`config.mk`:
```
export PLATFORM = sky130hd
export DESIGN_NAME = indexed_circular_fifo_bank_core
export DESIGN_NICKNAME = d
export VERILOG_FILES = /design/src/rtl/core/icfb_pkg.sv /design/src/rtl/core/icfb_word_ram.sv /design/src/rtl/core/indexed_circular_fifo_bank_core.sv
export SDC_FILE = /design/constraint.sdc
export NUM_CORES = 2
export LEC_CHECK = 0
export BUFFER_PORTS_ARGS = -buffer_cell sky130_fd_sc_hd__buf_2
export CAP_MARGIN = 10
export CELL_PAD_IN_SITES_DETAIL_PLACEMENT = 0
export CELL_PAD_IN_SITES_GLOBAL_PLACEMENT = 2
export CORE_AREA = 4 4 473 475
export DETAILED_ROUTE_END_ITERATION = 16
export DIE_AREA = 0 0 477 479
export GPL_ROUTABILITY_DRIVEN = 0
export PLACE_DENSITY = 0.75
export SYNTH_ARGS = -nofsm -noshare
export SYNTH_HDL_FRONTEND = slang
export SYNTH_SLANG_ARGS = --single-unit
```
`constraint.sdc`:
```
create_clock -name i_clk -period 7.3 [get_ports i_clk]
set_input_delay 0.73 -clock i_clk [delete_from_list [all_inputs] [get_ports i_clk]]
set_output_delay 0.73 -clock i_clk [all_outputs]
set_load 0.005 [all_outputs]
```
`src/rtl/core/icfb_pkg.sv`:
```
package icfb_pkg;

    localparam int NUM_FIFOS  = 4;
    localparam int FIFO_DEPTH = 16;

    localparam int IDX_W  = (NUM_FIFOS > 1) ? $clog2(NUM_FIFOS) : 1;
    localparam int PTR_W  = $clog2(FIFO_DEPTH);
    localparam int CNT_W  = $clog2(FIFO_DEPTH + 1);
    localparam int WORDS  = NUM_FIFOS * FIFO_DEPTH;
    localparam int ADDR_W = $clog2(WORDS);

    localparam logic [1:0] KIND_CLEAR = 2'd0;
    localparam logic [1:0] KIND_POP   = 2'd1;
    localparam logic [1:0] KIND_PUSH  = 2'd2;

    localparam logic [1:0] STATUS_OK    = 2'd0;
    localparam logic [1:0] STATUS_INDEX = 2'd1;
    localparam logic [1:0] STATUS_EMPTY = 2'd2;
    localparam logic [1:0] STATUS_FULL  = 2'd3;

    typedef struct packed {
        logic [1:0]  kind;
        logic [7:0]  fifo_sel;
        logic [31:0] write_data;
    } t_in_item;

    typedef struct packed {
        logic [1:0]  status;
        logic [31:0] read_data;
        logic [31:0] lost_total;
    } t_out_item;

    typedef struct packed {
        logic              wr_en;
        logic              rd_en;
        logic [ADDR_W-1:0] addr;
        logic [31:0]       wr_data;
    } t_ram_req;

endpackage

```
`src/rtl/core/icfb_word_ram.sv`:
```
module icfb_word_ram (
    input  logic              i_clk,
    input  icfb_pkg::t_ram_req i_req,
    output logic [31:0]       o_rd_data
);

    logic [31:0] r_mem [icfb_pkg::WORDS];
    logic [31:0] r_rd_data;

    always_ff @(posedge i_clk) begin
        if (i_req.wr_en) begin
            r_mem[i_req.addr] <= i_req.wr_data;
        end
        if (i_req.rd_en) begin
            r_rd_data <= r_mem[i_req.addr];
        end
    end

    assign o_rd_data = r_rd_data;

endmodule

```
`src/rtl/core/indexed_circular_fifo_bank_core.sv`:
```
// bank of independent circular fifos sharing one word memory
// input channel: i_in_valid / o_in_stall carry one request (clear, pop or push
// plus a fifo index and a push word); output channel: o_out_valid /
// i_out_stall carry exactly one result per request, in request order
// path: a request is taken in the pointer/count stage with the memory access,
// is held in the middle stage, then in the output register; throughput is one
// request per cycle while the receiver does not stall, set by the single port
// of the word memory, which each request uses at most once
// per-fifo pointers, fill counts and lost counters sit in registers and are
// updated in the cycle the request is taken, so back-to-back requests to the
// same fifo see each other without any hold-off
// reset (synchronous, active low) empties every fifo and zeroes every lost
// counter; the word memory itself is not cleared, entries are only read after
// a push has written them
// when the receiver stalls, the output register holds its result, the middle
// stage fills, and o_in_stall rises until the output moves again
module indexed_circular_fifo_bank_core (
    input  logic                i_clk,
    input  logic                i_rst_n,
    input  logic                i_in_valid,
    output logic                o_in_stall,
    input  icfb_pkg::t_in_item  i_in_data,
    output logic                o_out_valid,
    input  logic                i_out_stall,
    output icfb_pkg::t_out_item o_out_data
);

    localparam int IDX_W  = icfb_pkg::IDX_W;
    localparam int PTR_W  = icfb_pkg::PTR_W;
    localparam int CNT_W  = icfb_pkg::CNT_W;
    localparam int ADDR_W = icfb_pkg::ADDR_W;

    logic [PTR_W-1:0] r_rd_ptr [icfb_pkg::NUM_FIFOS];
    logic [PTR_W-1:0] r_wr_ptr [icfb_pkg::NUM_FIFOS];
    logic [CNT_W-1:0] r_fill   [icfb_pkg::NUM_FIFOS];
    logic [31:0]      r_lost   [icfb_pkg::NUM_FIFOS];

    logic             in_acc;
    logic             idx_bad;
    logic [IDX_W-1:0] idx;
    logic [PTR_W-1:0] cur_rd, cur_wr, n_rd_ptr, n_wr_ptr;
    logic [CNT_W-1:0] cur_fill, n_fill;
    logic [31:0]      cur_lost, n_lost;
    logic [1:0]       status;
    logic             pop_ok;
    logic [31:0]      lost_total;
    icfb_pkg::t_ram_req ram_req;
    logic [31:0]      ram_q;
    logic [ADDR_W-1:0] base_addr;

    logic             r_s1_valid;
    logic [1:0]       r_s1_status;
    logic             r_s1_pop_ok;
    logic [31:0]      r_s1_lost;
    logic             r_out_valid;
    icfb_pkg::t_out_item r_out;
    logic             out_free;
    logic             s1_move;

    assign out_free   = !r_out_valid || !i_out_stall;
    assign s1_move    = r_s1_valid && out_free;
    assign o_in_stall = r_s1_valid && !out_free;
    assign in_acc     = i_in_valid && !o_in_stall;

    assign idx_bad  = i_in_data.fifo_sel >= 8'(icfb_pkg::NUM_FIFOS);
    assign idx      = i_in_data.fifo_sel[IDX_W-1:0];
    assign cur_rd   = r_rd_ptr[idx];
    assign cur_wr   = r_wr_ptr[idx];
    assign cur_fill = r_fill[idx];
    assign cur_lost = r_lost[idx];
    assign base_addr = ADDR_W'(ADDR_W'(idx) * ADDR_W'(icfb_pkg::FIFO_DEPTH));

    always_comb begin
        n_rd_ptr = cur_rd;
        n_wr_ptr = cur_wr;
        n_fill   = cur_fill;
        n_lost   = cur_lost;
        status   = icfb_pkg::STATUS_OK;
        pop_ok   = 1'b0;
        ram_req  = '0;
        ram_req.wr_data = i_in_data.write_data;
        if (idx_bad) begin
            status = icfb_pkg::STATUS_INDEX;
        end else begin
            unique case (i_in_data.kind)
                icfb_pkg::KIND_CLEAR: begin
                    n_rd_ptr = '0;
                    n_wr_ptr = '0;
                    n_fill   = '0;
                    n_lost   = '0;
                end
                icfb_pkg::KIND_POP: begin
                    if (cur_fill == '0) begin
                        status = icfb_pkg::STATUS_EMPTY;
                    end else begin
                        pop_ok        = 1'b1;
                        ram_req.rd_en = in_acc;
                        ram_req.addr  = base_addr + ADDR_W'(cur_rd);
                        n_rd_ptr = (cur_rd == PTR_W'(icfb_pkg::FIFO_DEPTH - 1)) ?
                                   '0 : cur_rd + 1'b1;
                        n_fill   = cur_fill - 1'b1;
                    end
                end
                icfb_pkg::KIND_PUSH: begin
                    if (cur_fill == CNT_W'(icfb_pkg::FIFO_DEPTH)) begin
                        status = icfb_pkg::STATUS_FULL;
                        n_lost = cur_lost + 32'd1;
                    end else begin
                        ram_req.wr_en = in_acc;
                        ram_req.addr  = base_addr + ADDR_W'(cur_wr);
                        n_wr_ptr = (cur_wr == PTR_W'(icfb_pkg::FIFO_DEPTH - 1)) ?
                                   '0 : cur_wr + 1'b1;
                        n_fill   = cur_fill + 1'b1;
                    end
                end
                default: begin
                    // unused kind: no change, report the counter
                end
            endcase
        end
        lost_total = idx_bad ? 32'd0 : n_lost;
    end

    always_ff @(posedge i_clk) begin
        if (!i_rst_n) begin
            for (int f = 0; f < icfb_pkg::NUM_FIFOS; f++) begin
                r_rd_ptr[f] <= '0;
                r_wr_ptr[f] <= '0;
                r_fill[f]   <= '0;
                r_lost[f]   <= '0;
            end
        end else if (in_acc && !idx_bad) begin
            r_rd_ptr[idx] <= n_rd_ptr;
            r_wr_ptr[idx] <= n_wr_ptr;
            r_fill[idx]   <= n_fill;
            r_lost[idx]   <= n_lost;
        end
    end

    icfb_word_ram u_word_ram (
        .i_clk     (i_clk),
        .i_req     (ram_req),
        .o_rd_data (ram_q)
    );

    // middle stage waits for the memory read data
    always_ff @(posedge i_clk) begin
        if (!i_rst_n) begin
            r_s1_valid <= 1'b0;
        end else if (in_acc) begin
            r_s1_valid <= 1'b1;
        end else if (s1_move) begin
            r_s1_valid <= 1'b0;
        end
    end

    always_ff @(posedge i_clk) begin
        if (in_acc) begin
            r_s1_status <= status;
            r_s1_pop_ok <= pop_ok;
            r_s1_lost   <= lost_total;
        end
    end

    always_ff @(posedge i_clk) begin
        if (!i_rst_n) begin
            r_out_valid <= 1'b0;
        end else if (s1_move) begin
            r_out_valid <= 1'b1;
        end else if (!i_out_stall) begin
            r_out_valid <= 1'b0;
        end
    end

    always_ff @(posedge i_clk) begin
        if (s1_move) begin
            r_out.status     <= r_s1_status;
            r_out.read_data  <= r_s1_pop_ok ? ram_q : 32'd0;
            r_out.lost_total <= r_s1_lost;
        end
    end

    assign o_out_valid = r_out_valid;
    assign o_out_data  = r_out;

    a_full_push_counts: assert property (@(posedge i_clk) disable iff (!i_rst_n)
        (in_acc && !idx_bad && i_in_data.kind == icfb_pkg::KIND_PUSH &&
         cur_fill == CNT_W'(icfb_pkg::FIFO_DEPTH))
        |=> r_lost[$past(idx)] == $past(cur_lost) + 32'd1)
        else $error("full push did not advance lost counter");

    a_pop_reaches_s1: assert property (@(posedge i_clk) disable iff (!i_rst_n)
        (in_acc && pop_ok)
        |=> (r_s1_valid && r_s1_pop_ok && r_s1_status == icfb_pkg::STATUS_OK))
        else $error("successful pop lost before middle stage");

    a_bad_index_clean: assert property (@(posedge i_clk) disable iff (!i_rst_n)
        (in_acc && idx_bad)
        |=> (r_s1_status == icfb_pkg::STATUS_INDEX && r_s1_lost == 32'd0 &&
             !r_s1_pop_ok))
        else $error("bad index result not clean");

    // read data only matters for a pop; otherwise the memory output may be unknown
    a_s1_holds: assert property (@(posedge i_clk) disable iff (!i_rst_n)
        (r_s1_valid && !out_free)
        |=> (r_s1_valid && $stable(r_s1_lost) && $stable(r_s1_status) &&
             (!r_s1_pop_ok || $stable(ram_q))))
        else $error("middle stage changed while output blocked");

endmodule

```
==> results summary <==
The power per unit of standard cell area came out at between 200 and 300 mW/mm^2. The count of buffers added by post-CTS timing repair for setup came out at 0. The synthesized design contains about 2.4k register bits. The finished layout cell area came out at approximately 0.11 mm^2.

The detailed-route via count is 58.3k. The final layout net count came out at ~6.3k. The share of the clock period used by the worst path came out at 80.4%.

The number of flops mapped to enable cells by yosys came out at ~2.4k. The share of synthesized cell area in and, or, nand and nor gates is 7.63%. After layout, the minimum clock period comes to between 5 and 6 ns.

The residual overflow from global routing came out at 0. The via count of the first global-routing pass was between 50k and 60k. The slowest stage of the critical path belongs to the cell sky130_fd_sc_hd__o2111ai_1. The number of buffers inserted during clock tree synthesis is about 240. The worst hold path cell count is 2. The wire length reported by the detailed router came out at roughly 320000 um. The total of warnings raised by yosys came out at 0. In the synthesized netlist, the cells that appear most often are 2361 x sky130_fd_sc_hd__edfxtp_1, 966 x sky130_fd_sc_hd__nand2_1, 565 x sky130_fd_sc_hd__a21oi_1, 328 x sky130_fd_sc_hd__nor2_1, 218 x sky130_fd_sc_hd__mux2i_1. The initial core utilization came out at about two fifths. 114 I/O pins were placed. The instance count of the mapped netlist is 6000. From synthesis to final layout, the design area changed by 15.4%.

In this run the vertical extent of the chip is 479 um. The final routed wire length divided by cell count came out at between 30 and 40 um. The share of the synthesized area in the top cell type is 77.1%. Setup repair after global routing left no endpoint under its margin. The initial antenna violation count came out at 25. TritonCTS built the clock tree. The post-cts hold buffer count came out at 0. In this run the static leakage power is roughly 36 nW. CTS built an H-tree with a depth of 4.

The fraction of final layout cells with drive strength greater than 1 is between 10% and 20%. The clock skew is 0.0943 ns. The post-synthesis mux area share came out at around 3.7%. The critical path required time came out at just under 8 ns. The worst vdd rail ir drop came out at ~0.25 mV. The post-route worst hold slack came out at around 0.12 ns. The largest driver fanout on the critical path is 46.

The HPWL after detailed placement came out at ~180000 um. The remaining max-slew budget at the tightest pin came out at roughly 14%. CTS placed an instance of sky130_fd_sc_hd__clkbuf_16 at the clock tree root. The maximum number of pins on one net before global-route repair came out at 96. The worst setup path is captured at a register. The fmax is roughly 0.17 GHz.

The post-synthesis net count came out at slightly above 6k. The first global-routing pass estimated roughly 440000 um of wire. The instance area after placement is a little under 0.1 mm^2. The worst slack at placement came out at 0.641 ns. The slew at the pin closest to its max-slew limit came out at roughly 1.3 ns. The per-instance average area after synthesis came out at between 15 and 20 um^2.

The count of nets left with antenna violations once routing finished came out at 0. The final standard cell utilization of the core came out at 48.4%. Walking the worst path, the cells encountered are mux4_2, inv_1, ha_1, nand2b_1, o2bb2ai_1, nand2_1, nor2_1, inv_1, ha_1, a22o_1, nand2_4, buf_12, buf_12, buf_4, mux2i_1, o22ai_1, nor4_1, a21oi_1, o2111ai_1, nand3_1.

The DRC violation total after the first TritonRoute iteration came out at about 8.5k. The average via count per standard cell is around 6.2. The share of the synthesized area in compound gates (AO/OA/AOI/OAI) is under 10%. The post-layout worst setup margin came out at around 1.4 ns. The full die area is around 0.23 mm^2.

The fill cell instance count of the final layout is between 15k and 20k. The buffer depth of the longest clock path came out at 3. The count of final setup violators came out at 0. The run finished with clean final reports. The total of max-cap violations is 0.

The total negative setup slack is 0 ns. The number of detailed-route iterations in the first pass is 7. After Yosys synthesis, XOR and XNOR cells account for less than 1% of the synthesized area.

The clock transition at the registers of the reported paths is 0.06 ns. The clock latency of the later-clocked register in the worst-skew pair came out at 0.90 ns. The adder-cell area share of the yosys netlist is less than 1%. After synthesis, the cell types taking the most area are sky130_fd_sc_hd__edfxtp_1 77%, sky130_fd_sc_hd__nand2_1 3.9%, sky130_fd_sc_hd__a21oi_1 3.1%, sky130_fd_sc_hd__mux2i_1 2.4%, sky130_fd_sc_hd__nor2_1 1.3%.

Among all cell types in the netlist, the one instantiated most often is sky130_fd_sc_hd__edfxtp_1. The sequential area share after synthesis came out at 77.1%. For this design, the sink count on the clock tree is about 2.4k.

The type of element launching the critical path is a register. Input and output buffers added on the ports amount to about 110. Row generation in the floorplan step produced 172 rows.

The core box area came out at 0.219 mm^2. Global routing used between 20% and 30% of the available tracks. The post-synthesis instance area is a little over 0.09 mm^2. For this run, the slowest stage of the critical path takes between 0.7 and 0.8 ns. The max-slew violation count was 0. The cell taking the most area after synthesis is sky130_fd_sc_hd__edfxtp_1. The min-delay analysis places its worst path in the category in2reg. The post-synthesis async set-or-reset flop share came out at 0%. The total of cells resized after clock tree synthesis came out at 0. The critical path is of the reg2reg type. By area, the combinational part of the netlist is dominated by compound AO/OA/AOI/OAI gates.

The residual DRC count came out at 0. The worst register-to-register path has a depth of 20. Among all flip-flop cells after synthesis, the most frequent one is sky130_fd_sc_hd__edfxtp_1. The width of the die came out at roughly 480 um. The number of unique standard cell types used by synthesis came out at 92. The number of endpoints with negative hold slack in the final report came out at 0. The worst endpoint data arrival time came out at about 6.5 ns.
-- logic make-up (layout without fill, tap and decap cells) --
kind of cell             count (synthesis)  in the layout
flip-flops                            2363           2363
AND/OR/NAND/NOR                       1659           1659
AO/OA/AOI/OAI                         1280           1280
buffers and inverters                  385            878
multiplexers                           279            279
XOR/XNOR                                23             23
adder cells (fa/ha/maj)                 11             11
other                                    0             26
-- layer usage --
layer	share of wire, %	track usage (%)	up-vias
met3	11	5.71	620
met4	4.2	10.6	10
met2	46	42.8	3637
met5	0.017	0	-
met1	39	37.3	30100
li1	-	-	24000
-- registers in the layout, indices dropped and copies added (netlist names) --
name and cells:
o_out_data 66, o_out_valid 1, r_fill 20, r_lost 128
r_rd_ptr 16, r_s1_lost 32, r_s1_pop_ok 1, r_s1_status 2
r_s1_valid 1, r_wr_ptr 16, u_word_ram.o_rd_data 32, u_word_ram.r_mem 2048
-- report_power, final --
part / internal, mW / switching (mW) / leakage, nW
Combinational: 0.147 / 0.509 / 10.2
Sequential: 15.0 / 0.0150 / 21.5
Clock: 6.99 / 5.25 / 3.79
-- path summary, 6_finish.rpt --
check,to,slack [ns],from
worst min register to register,o_out_data[9],0.38,r_s1_lost[9]
worst max register to register,u_word_ram.o_rd_data[21],1.43,r_fill[3][1]
worst min-delay path,r_s1_valid,0.12,i_in_valid
worst max-delay path,u_word_ram.o_rd_data[21],1.43,r_fill[3][1]
-- worst max-delay path: cells and delay by family (launching register included) --
kind,cells,cell delay (ns)
AO/OA/AOI/OAI,5,1.60
AND/OR/NAND/NOR,6,1.24
buffers and inverters,5,1.13
multiplexers,2,0.79
adder cells (fa/ha/maj),2,0.43
flip-flops,1,0.36
-- layout make-up --
class | instances | area (um^2) | share of cell area, %
diodes | 26 | 65.1 | 0.0613
clock buffers | 292 | 6170 | 5.81
multi-input cells | 3252 | 20000 | 18.8
flip-flops and latches | 2363 | 70900 | 66.8
clock inverters | 155 | 1610 | 1.51
well taps | 2871 | 3590 | 3.39
repair buffers | 413 | 3710 | 3.49
inverters | 18 | 67.6 | 0.0637
-- through the flow --
| stage | instances | total power, mW |
|---|---|---|
| after floorplan | 6000 | 15.6 |
| after global placement | 8914 | 15.9 |
| after detailed placement | 8916 | 15.9 |
| after CTS | 9363 | 28.0 |
| after global routing | 9383 | 28.6 |
| final | 9390 | 27.9 |
-- layout by cell type, fill, tap and decap left out, types with 53 or more instances in the layout --
cell,n
sky130_fd_sc_hd__edfxtp_1,2361
sky130_fd_sc_hd__nand2_1,957
sky130_fd_sc_hd__a21oi_1,563
sky130_fd_sc_hd__nor2_1,258
sky130_fd_sc_hd__clkbuf_16,238
sky130_fd_sc_hd__buf_4,233
sky130_fd_sc_hd__mux2i_1,218
sky130_fd_sc_hd__nand3_1,135
sky130_fd_sc_hd__buf_2,111
sky130_fd_sc_hd__o22ai_1,104
sky130_fd_sc_hd__a22oi_1,100
sky130_fd_sc_hd__a221oi_1,82
sky130_fd_sc_hd__a222oi_1,76
sky130_fd_sc_hd__nor2_4,75
sky130_fd_sc_hd__buf_12,66
sky130_fd_sc_hd__a31oi_1,62
sky130_fd_sc_hd__clkinv_1,58
sky130_fd_sc_hd__nor4_1,53
sky130_fd_sc_hd__clkbuf_1,53
Power figures use the tool's default switching activity.
